==> src/woyds_pkg.sv <==
package woyds_pkg;

   localparam logic [13:0] YEAR_MIN = 14'd1;
   localparam logic [13:0] YEAR_MAX = 14'd9999;
   localparam logic [5:0]  WEEK_MIN = 6'd1;
   localparam logic [5:0]  WEEK_MAX = 6'd53;

   // floor(x / 100) = (x * DIV100_MUL) >> DIV100_SHIFT for x < 43699
   localparam logic [12:0] DIV100_MUL   = 13'd5243;
   localparam int          DIV100_SHIFT = 19;
   // floor(x / 7) = (x * DIV7_MUL) >> DIV7_SHIFT for x < 16384
   localparam logic [15:0] DIV7_MUL     = 16'd37451;
   localparam int          DIV7_SHIFT   = 18;

   localparam logic [8:0] MONTH_START [12] = '{
      9'd0,   9'd31,  9'd59,  9'd90,  9'd120, 9'd151,
      9'd181, 9'd212, 9'd243, 9'd273, 9'd304, 9'd334
   };

   localparam logic [3:0] MONTH_JAN = 4'd1;
   localparam logic [3:0] MONTH_MAR_IDX = 4'd2;

   typedef struct packed {
      logic [13:0] year;
      logic [5:0]  week_number;
   } req_type;

   typedef struct packed {
      logic [2:0]  start_weekday;
      logic [2:0]  end_weekday;
      logic [3:0]  start_month;
      logic [4:0]  start_day;
      logic [3:0]  end_month;
      logic [4:0]  end_day;
      logic [13:0] end_year_out;
   } rsp_type;

   typedef struct packed {
      logic [3:0] month;
      logic [4:0] day;
      logic       roll;
   } date_type;

   typedef struct packed {
      logic leap;
   } year_info_type;

   function automatic logic [8:0] month_start(input logic [3:0] idx, input logic leap);
      logic [8:0] base;
      base = MONTH_START[idx];
      if (leap && idx >= MONTH_MAR_IDX) begin
         base = base + 9'd1;
      end
      return base;
   endfunction

endpackage

==> src/week_of_year_date_span.sv <==
// A request taken at one edge has its result on the ports, with rsp_valid high for a
// single cycle, once it has passed the input register and stages A to D.
// Throughput: one request per cycle; busy is always low.
// Reset clears the stage valid bits only; requests in flight are dropped.
module week_of_year_date_span (
   input  logic                 clock,
   input  logic                 reset,
   input  logic                 start,
   output logic                 busy,
   input  woyds_pkg::req_type   req_item,
   output logic                 rsp_valid,
   output woyds_pkg::rsp_type   rsp_item
);

   localparam int STAGES = 5;

   logic [STAGES-1:0] valid_ff;
   logic [STAGES-1:0] valid_in;
   logic              accept;

   assign busy   = 1'b0;
   assign accept = start && !busy;

   assign valid_in = {valid_ff[STAGES-2:0], accept};

   always_ff @(posedge clock) begin
      if (reset) begin
         valid_ff <= '0;
      end else begin
         valid_ff <= valid_in;
      end
   end

   // input stage: clamp
   logic [13:0] year_in;
   logic [5:0]  week_in;
   logic [13:0] year_ff;
   logic [13:0] year_prev_ff;
   logic [5:0]  week_ff;

   always_comb begin
      year_in = req_item.year;
      if (year_in < woyds_pkg::YEAR_MIN) begin
         year_in = woyds_pkg::YEAR_MIN;
      end else if (year_in > woyds_pkg::YEAR_MAX) begin
         year_in = woyds_pkg::YEAR_MAX;
      end
      week_in = req_item.week_number;
      if (week_in < woyds_pkg::WEEK_MIN) begin
         week_in = woyds_pkg::WEEK_MIN;
      end else if (week_in > woyds_pkg::WEEK_MAX) begin
         week_in = woyds_pkg::WEEK_MAX;
      end
   end

   always_ff @(posedge clock) begin
      year_ff      <= year_in;
      year_prev_ff <= year_in - 14'd1;
      week_ff      <= week_in;
   end

   woyds_pkg::year_info_type info;

   woyds_year u_year (
      .clock         (clock),
      .year          (year_ff),
      .year_prev     (year_prev_ff),
      .info          (info),
      .start_weekday (rsp_item.start_weekday),
      .end_weekday   (rsp_item.end_weekday)
   );

   woyds_date u_date (
      .clock        (clock),
      .year         (year_ff),
      .week_number  (week_ff),
      .info         (info),
      .start_month  (rsp_item.start_month),
      .start_day    (rsp_item.start_day),
      .end_month    (rsp_item.end_month),
      .end_day      (rsp_item.end_day),
      .end_year_out (rsp_item.end_year_out)
   );

   assign rsp_valid = valid_ff[STAGES-1];

   a_latency: assert property (@(posedge clock) disable iff (reset)
      accept |-> ##5 rsp_valid)
      else $error("request did not produce a result after five cycles");

   a_weekday_pair: assert property (@(posedge clock) disable iff (reset)
      rsp_valid |-> (rsp_item.start_weekday < 3'd7) &&
         (((rsp_item.start_weekday == 3'd0) && (rsp_item.end_weekday == 3'd6)) ||
          (rsp_item.end_weekday + 3'd1 == rsp_item.start_weekday)))
      else $error("end weekday does not precede start weekday");

   a_rollover: assert property (@(posedge clock) disable iff (reset)
      rsp_valid && (rsp_item.start_month == 4'd12) && (rsp_item.end_month == 4'd1)
      |-> (rsp_item.end_year_out != 14'd1) && (rsp_item.end_day < 5'd7))
      else $error("year rollover result out of range");

   a_month_range: assert property (@(posedge clock) disable iff (reset)
      rsp_valid |-> (rsp_item.start_month >= 4'd1) && (rsp_item.start_month <= 4'd12) &&
         (rsp_item.end_month >= 4'd1) && (rsp_item.end_month <= 4'd12))
      else $error("month out of range");

endmodule

==> src/woyds_year.sv <==
module woyds_year (
   input  logic                        clock,
   input  logic [13:0]                 year,
   input  logic [13:0]                 year_prev,
   output woyds_pkg::year_info_type    info,
   output logic [2:0]                  start_weekday,
   output logic [2:0]                  end_weekday
);

   // stage A: centuries of y and y-1
   logic [26:0] prod_prev_in;
   logic [26:0] prod_year_in;
   logic [7:0]  cent_prev_ff;
   logic [7:0]  cent_year_ff;
   logic [13:0] year_a_ff;
   logic [13:0] prev_a_ff;

   assign prod_prev_in = 27'(year_prev) * 27'(woyds_pkg::DIV100_MUL);
   assign prod_year_in = 27'(year) * 27'(woyds_pkg::DIV100_MUL);

   always_ff @(posedge clock) begin
      cent_prev_ff <= prod_prev_in[woyds_pkg::DIV100_SHIFT +: 8];
      cent_year_ff <= prod_year_in[woyds_pkg::DIV100_SHIFT +: 8];
      year_a_ff    <= year;
      prev_a_ff    <= year_prev;
   end

   // stage B: day count mod-7 operand and leap flag
   logic [14:0] sum_in;
   logic [13:0] hund_in;
   logic [13:0] rem_in;
   logic        leap_in;
   logic [13:0] sum_ff;
   logic        leap_ff;

   assign sum_in = 15'(prev_a_ff) + 15'(prev_a_ff[13:2]) - 15'(cent_prev_ff)
                 + 15'(cent_prev_ff[7:2]) + 15'd1;
   assign hund_in = (14'(cent_year_ff) << 6) + (14'(cent_year_ff) << 5)
                  + (14'(cent_year_ff) << 2);
   assign rem_in  = year_a_ff - hund_in;
   assign leap_in = ((year_a_ff[1:0] == 2'd0) && (rem_in != 14'd0))
                 || ((rem_in == 14'd0) && (cent_year_ff[1:0] == 2'd0));

   always_ff @(posedge clock) begin
      sum_ff  <= sum_in[13:0];
      leap_ff <= leap_in;
   end

   assign info.leap = leap_ff;

   // stage C: quotient by 7
   logic [29:0] prod7_in;
   logic [11:0] q7_ff;
   logic [13:0] sum_c_ff;

   assign prod7_in = 30'(sum_ff) * 30'(woyds_pkg::DIV7_MUL);

   always_ff @(posedge clock) begin
      q7_ff    <= prod7_in[woyds_pkg::DIV7_SHIFT +: 12];
      sum_c_ff <= sum_ff;
   end

   // stage D: remainder and end weekday
   logic [13:0] rem7_in;
   logic [2:0]  wd_start_in;
   logic [2:0]  wd_end_in;
   logic [2:0]  wd_start_ff;
   logic [2:0]  wd_end_ff;

   assign rem7_in     = sum_c_ff - ((14'(q7_ff) << 3) - 14'(q7_ff));
   assign wd_start_in = rem7_in[2:0];
   assign wd_end_in   = (wd_start_in == 3'd0) ? 3'd6 : wd_start_in - 3'd1;

   always_ff @(posedge clock) begin
      wd_start_ff <= wd_start_in;
      wd_end_ff   <= wd_end_in;
   end

   assign start_weekday = wd_start_ff;
   assign end_weekday   = wd_end_ff;

endmodule

==> src/woyds_date.sv <==
module woyds_date (
   input  logic                        clock,
   input  logic [13:0]                 year,
   input  logic [5:0]                  week_number,
   input  woyds_pkg::year_info_type    info,
   output logic [3:0]                  start_month,
   output logic [4:0]                  start_day,
   output logic [3:0]                  end_month,
   output logic [4:0]                  end_day,
   output logic [13:0]                 end_year_out
);

   function automatic woyds_pkg::date_type to_date(input logic [8:0] doy, input logic leap);
      logic [8:0]          ylen;
      logic [3:0]          idx;
      logic [8:0]          base;
      woyds_pkg::date_type d;
      ylen = leap ? 9'd366 : 9'd365;
      idx  = 4'd0;
      for (int m = 1; m < 12; m++) begin
         if (doy > woyds_pkg::month_start(4'(m), leap)) begin
            idx = 4'(m);
         end
      end
      base    = woyds_pkg::month_start(idx, leap);
      d.month = idx + 4'd1;
      d.day   = 5'(doy - base);
      d.roll  = 1'b0;
      if (doy > ylen) begin
         d.month = woyds_pkg::MONTH_JAN;
         d.day   = 5'(doy - ylen);
         d.roll  = 1'b1;
      end
      return d;
   endfunction

   // stage A: day-of-year bounds
   logic [8:0]  doy_end_in;
   logic [8:0]  doy_start_a_ff;
   logic [8:0]  doy_end_a_ff;
   logic [13:0] year_a_ff;

   assign doy_end_in = (9'(week_number) << 3) - 9'(week_number);

   always_ff @(posedge clock) begin
      doy_start_a_ff <= doy_end_in - 9'd6;
      doy_end_a_ff   <= doy_end_in;
      year_a_ff      <= year;
   end

   // stage B: wait for leap flag
   logic [8:0]  doy_start_b_ff;
   logic [8:0]  doy_end_b_ff;
   logic [13:0] year_b_ff;

   always_ff @(posedge clock) begin
      doy_start_b_ff <= doy_start_a_ff;
      doy_end_b_ff   <= doy_end_a_ff;
      year_b_ff      <= year_a_ff;
   end

   // stage C: month lookup
   woyds_pkg::date_type start_in;
   woyds_pkg::date_type end_in;
   woyds_pkg::date_type start_c_ff;
   woyds_pkg::date_type end_c_ff;
   logic [13:0]         year_c_ff;

   assign start_in = to_date(doy_start_b_ff, info.leap);
   assign end_in   = to_date(doy_end_b_ff, info.leap);

   always_ff @(posedge clock) begin
      start_c_ff <= start_in;
      end_c_ff   <= end_in;
      year_c_ff  <= year_b_ff;
   end

   // stage D: year of last day
   logic [3:0]  start_month_ff;
   logic [4:0]  start_day_ff;
   logic [3:0]  end_month_ff;
   logic [4:0]  end_day_ff;
   logic [13:0] end_year_in;
   logic [13:0] end_year_ff;

   assign end_year_in = end_c_ff.roll ? year_c_ff + 14'd1 : year_c_ff;

   always_ff @(posedge clock) begin
      start_month_ff <= start_c_ff.month;
      start_day_ff   <= start_c_ff.day;
      end_month_ff   <= end_c_ff.month;
      end_day_ff     <= end_c_ff.day;
      end_year_ff    <= end_year_in;
   end

   assign start_month  = start_month_ff;
   assign start_day    = start_day_ff;
   assign end_month    = end_month_ff;
   assign end_day      = end_day_ff;
   assign end_year_out = end_year_ff;

endmodule
==> config.mk <==
export PLATFORM = sky130hd
export DESIGN_NAME = week_of_year_date_span
export DESIGN_NICKNAME = d
export VERILOG_FILES = /design/src/woyds_pkg.sv /design/src/week_of_year_date_span.sv /design/src/woyds_year.sv /design/src/woyds_date.sv
export SDC_FILE = /design/constraint.sdc
export NUM_CORES = 1
export LEC_CHECK = 0
export BUFFER_PORTS_ARGS = -buffer_cell sky130_fd_sc_hd__clkbuf_2
export CAP_MARGIN = 15
export CELL_PAD_IN_SITES_DETAIL_PLACEMENT = 0
export CELL_PAD_IN_SITES_GLOBAL_PLACEMENT = 2
export CORE_ASPECT_RATIO = 0.7
export CORE_MARGIN = 8
export CORE_UTILIZATION = 46
export DETAILED_ROUTE_END_ITERATION = 7
export PLACE_DENSITY = 0.95
export SYNTH_ARGS = -nofsm -noshare
export SYNTH_HDL_FRONTEND = slang
export SYNTH_SLANG_ARGS = --single-unit
export TNS_END_PERCENT = 10
==> constraint.sdc <==
create_clock -name clock -period 11.2 [get_ports clock]
set_clock_uncertainty 0.2 [all_clocks]
set_input_delay 1.12 -clock clock [delete_from_list [all_inputs] [get_ports clock]]
set_output_delay 1.12 -clock clock [all_outputs]
set_load 0.02 [all_outputs]
After elaboration in Yosys (flattened, before gate mapping)

Memory sizes are Yosys's and may differ from the RTL's.
Index checks and enable logic that the tools add are counted.

Reduce and logical (&&, ||, !) cells: 11
Add/sub/neg operators: 22
Magnitude comparators: 32
$mul: 3
Muxes and demuxes: 45
Bitwise logic cells: 2

Operators with widths:

| operator               | number |
|---|---|
| $gt 9x8->1             | 8 |
| $gt 9x9->1             | 8 |
| $mux 4                 | 15 |
| $mul 14x13->27 const B | 2 |
| $mux 14                | 3 |
| $gt 9x7->1             | 4 |
| $mux 5                 | 6 |
| $add 14x1->14 const B  | 2 |
| $mul 14x16->21 const B | 1 |
| $sub 5x5->5            | 4 |
| $gt 9x5->1 const B     | 2 |
| $gt 9x6->1             | 2 |
| $mux 3                 | 6 |
| $mux 6                 | 3 |
| $add 14x10->14         | 1 |
| $add 14x12->14         | 1 |
| $add 14x13->14         | 1 |
| $add 14x6->14          | 1 |
| $gt 14x14->1 const B   | 1 |
| $logic_not 14->1       | 1 |
| $lt 14x1->1 const B    | 1 |
| $reduce_bool 14->1     | 1 |
| $sub 14x1->14 const B  | 1 |
| $sub 14x14->14         | 1 |
| other kinds (20)       | 39 |

Memories: 2
Bits of input ports: 23
Output and inout port bits: 40
Memory bits (read-only): 288
Flip-flop bits (word level): 225

Memory list:

| memory          | words | bits a word | rd ports | clocked after memory_dff | wr ports | line            | source |
|---|---|---|---|---|---|---|---|
| (no name shown) | 16    | 9           | 1        | 0                        | 0        | woyds_pkg.sv:50 | `base = MONTH_START[idx];` |
| (no name shown) | 16    | 9           | 1        | 0                        | 0        | woyds_pkg.sv:50 |  |

Logic depth before layout (Yosys ltp)

Depth in word-level cells: 20
Mapped depth: 25
Depth with buffers taken out: 24

Modules after synthesis

A second synthesis with hierarchy kept.

Cell total of the unflattened synthesis: 1,813
Area total of the unflattened synthesis: 18,666.7 um^2

Modules (own cells, without submodules):

| module                 | area an instance (um^2) | cells an instance | times used |
|---|---|---|---|
| woyds_year             | 12,208.0                | 1,201             | 1 |
| woyds_date             | 5,028.6                 | 480               | 1 |
| week_of_year_date_span | 1,430.1                 | 132               | 1 |

Worst setup path before layout

OpenSTA, ideal clock, no wires.

Kind: register to register
From: register u_year.leap_ff, in the netlist u_year.info
To: register u_date.start_c_ff[5] (netlist name)
Library setup time: 0.072 ns
Buffers on the path: 0
Data required time: 10.928 ns
Cell stages (with the launch flop): 21
Arrival: 4.713 ns
Clock period less this slack: 4.985 ns
Setup slack: 6.215 ns
Path through: dfxtp_1 -> inv_1 -> ha_1 -> or4bb_1 -> a31oi_1 -> o21ai_1 -> o211a_1 -> a211oi_1 -> o2bb2ai_1 -> a21oi_1 -> ha_1 -> a221o_1 -> ha_1 -> mux2i_1 -> nor2_1 -> a21oi_1 -> fa_1 -> a21o_1 -> a21oi_1 -> xnor2_1 -> xnor2_1

RTL lines:

| item                     | line             | source |
|---|---|---|
| start: declaration       | woyds_year.sv:34 | `logic leap_ff;` |
| start signal: assignment | woyds_year.sv:46 | `leap_ff <= leap_in;` |
| end signal: assignment   | woyds_date.sv:73 | `start_c_ff <= start_in;` |
| end: declaration         | woyds_date.sv:65 | `woyds_pkg::date_type start_c_ff;` |

==> out/qor.yml <==
status: "finished, final reports clean"
wire_per_inst_um: 14.2
root_buffer: "clkbuf_16"
path_max_fanout: 12
postCtsHoldBufs: 0
start_util_pct: 46.7
cts-buffers-inserted: 25
grt_pass1_wl_um: 57800
netlist_top_cells_count: "inv_1, ha_1, dfxtp_1"
clk_latency_ps: 530
required_ps: 11420
regArea_mm2: 0.00446
hp-class: "reg2reg"
clkSlewWorstSetupHoldPaths_ps: 60
cp-startpoint: "u_year.info"
rr_worst_depth: 22
drt-pass1-iter-count: 5
yosysTopAreaCell: "dfxtp_1"
die_y_um: 181
multi_input_area_mm2: 0.0119
antenna_found_initial: 0
grt_max_degree: 16
synth.area.top_cells: "dfxtp_1, ha_1, fa_1, inv_1, xnor2_1"
synthDistinctLibCells: 75
synthFlopType: "dfxtp_1"
syn_to_final_growth_pct: 9.49
end_kind: "flop"
rsz0062_at_grt: "no"
detail_route.iter0.violations: 431
cts_buffer_depth: 3
syn_inst: 1753
wirelength_um: 33500
cts_setup_buffers: 0
cts_num_sinks: 223
worst_pin_slew_ps: 898
placed_cells: 2321
die_w_um: 252
final_hold_viol_count: 0
crit-reg2reg-launch: "u_year.info"
fin_cells: 2364
cts_tree: "built"
globalplace.congestion: 0.846
syn-cell-area_mm2: 0.0180
synth_edf_count: 0
cts_resized: 0
grt.overflow.total: 0
antennaDiodeCount: 0
relSlewSlack_pct: 40.0
setup_tns_ps: 0
drive_gt1_share_pct: 7.08
max_freq_ghz: 0.178
die_area_mm2: 0.0457
num-fill-cells: 3524
vias: 11400
synth_most_common_cell: "inv_1"
dp_hpwl_um: 28000
ys_warn_count: 0
critPathArrivalTime_ps: 5850
rows: 60
grt_pass1_vias: 11800
syn_nets: 2323
period_minus_slack_ps: 5630
ys_ff_latch: 223
core_mm2: 0.0384
drv_cap: 0
ant_nets: 0
setup_viol: 0
yosysSeqAreaShare_pct: 24.9
min_period_over_period_pct: 50.3
drc_errors: 0
cts_max_level: 1
synthArstFlopShare_pct: 0
endpoint: "u_date.end_c_ff[5]"
r2r_end: "u_date.end_c_ff[5]"
r2r_slack_ps: 5570
avgSynthCellArea_um2: 10.2
grtUsageTotal_pct: 15.1
io_pins: 63
nets: 2391
maxSlewViolCount: 0
crit_type: "reg2reg"
synth_top_area_share_pct: 24.9
startpoint_type: "flop"
io_buffers: 61
vias_per_cell: 4.83
==> stage by stage <==
stage | hold slack [ps] | setup slack, ps | cell area, um2 | utilization [%]
3_3_place_gp | 111 | 5630 | 18800 | 49.0
6_report | 124 | 5570 | 19700 | 51.2
5_1_grt | 130 | 5050 | 19700 | 51.2
3_5_place_dp | 112 | 5580 | 18800 | 49.0
2_1_floorplan | 110 | 6220 | 18000 | -
4_1_cts | 122 | 5550 | 19700 | 51.2
==> area by class of cell <==
| class | count | area share (%) |
|---|---|---|
| clock inverters | 16 | 0.891 |
| clock buffers | 27 | 3.32 |
| inverters | 404 | 7.71 |
| multi-input cells | 1105 | 60.4 |
| flip-flops and latches | 223 | 22.7 |
| well taps | 527 | 3.35 |
| repair buffers | 62 | 1.59 |
==> cells by family after synthesis <==
logic type               after synthesis  share of synthesized area, %
flip-flops                           223                          24.9
adder cells (fa/ha/maj)              547                          46.2
AO/OA/AOI/OAI                        210                          7.98
other                                  1                        0.0209
AND/OR/NAND/NOR                      254                          7.39
buffers and inverters                425                          8.98
XOR/XNOR                              87                          4.24
multiplexers                           6                         0.341
==> placed cells by master, fill, tap and decap left out, types with 18 or more instances in the layout <==
cell,count
a21oi_1,61
xor2_1,31
fa_1,193
nor3_1,28
o21ai_0,37
dfxtp_1,223
inv_1,403
clkbuf_16,25
a21o_1,18
ha_1,354
nand2_1,49
xnor2_1,56
nand3_1,22
clkbuf_2,61
nor2_1,54
==> registers in the layout (all words and copies together) (netlist names), 6 cells and up <==
signal / flops
u_year.cent_prev_ff: 8
year_prev_ff: 14
u_date.doy_end_a_ff: 8
week_ff: 6
u_date.end_year_out: 14
u_date.doy_end_b_ff: 8
u_date.year_c_ff: 14
u_year.sum_ff: 14
u_year.prev_a_ff: 14
year_ff: 14
u_date.year_a_ff: 14
u_date.doy_start_b_ff: 9
u_year.cent_year_ff: 8
u_date.end_c_ff: 10
u_date.year_b_ff: 14
u_date.doy_start_a_ff: 9
u_date.start_c_ff: 9
==> per-layer routing <==
layer | vias to the layer above | GRT usage [%] | part of all wire [%]
met1 | 5393 | 22.9 | 53
li1 | 5805 | - | -
met2 | 179 | 22.7 | 41
met4 | 0 | 2.75 | 1.4
met3 | 40 | 2.22 | 4.3
met5 | - | 0 | 0
==> critical path, cell delays in order (launching register included) <==
cell and delay (ps):
dfxtp_1 640, inv_1 270, ha_1 440, and2b_1 320, and2_1 230, a311o_1 340
a221oi_1 220, o21ai_0 100, nand2_1 200, inv_1 100, ha_1 310, inv_1 50
o21ai_0 410, inv_1 100, ha_1 290, mux2i_1 60, nor2_1 110, a21oi_1 80
fa_1 460, a21o_1 190, a21oi_1 160, xnor2_1 150, xnor2_1 90
==> how the worst min path moves through the flow <==
stage,from,endpoint,slack (ps),cells past startpoint
2_1_floorplan,u_date.doy_end_a_ff[1],u_date.doy_end_b_ff[1],110,0
3_3_place_gp,u_date.start_c_ff[8],u_date.start_month[2],110,0
3_5_place_dp,u_date.doy_start_a_ff[0],u_date.doy_start_b_ff[0],110,0
4_1_cts,u_date.year_b_ff[8],u_date.year_c_ff[8],120,0
5_1_grt,u_date.year_b_ff[5],u_date.year_c_ff[5],130,0
6_report,u_date.year_b_ff[8],u_date.year_c_ff[8],120,0
Power is not shown: default switching activity piles up to over one toggle a cycle in this logic, so the estimate is an artifact.
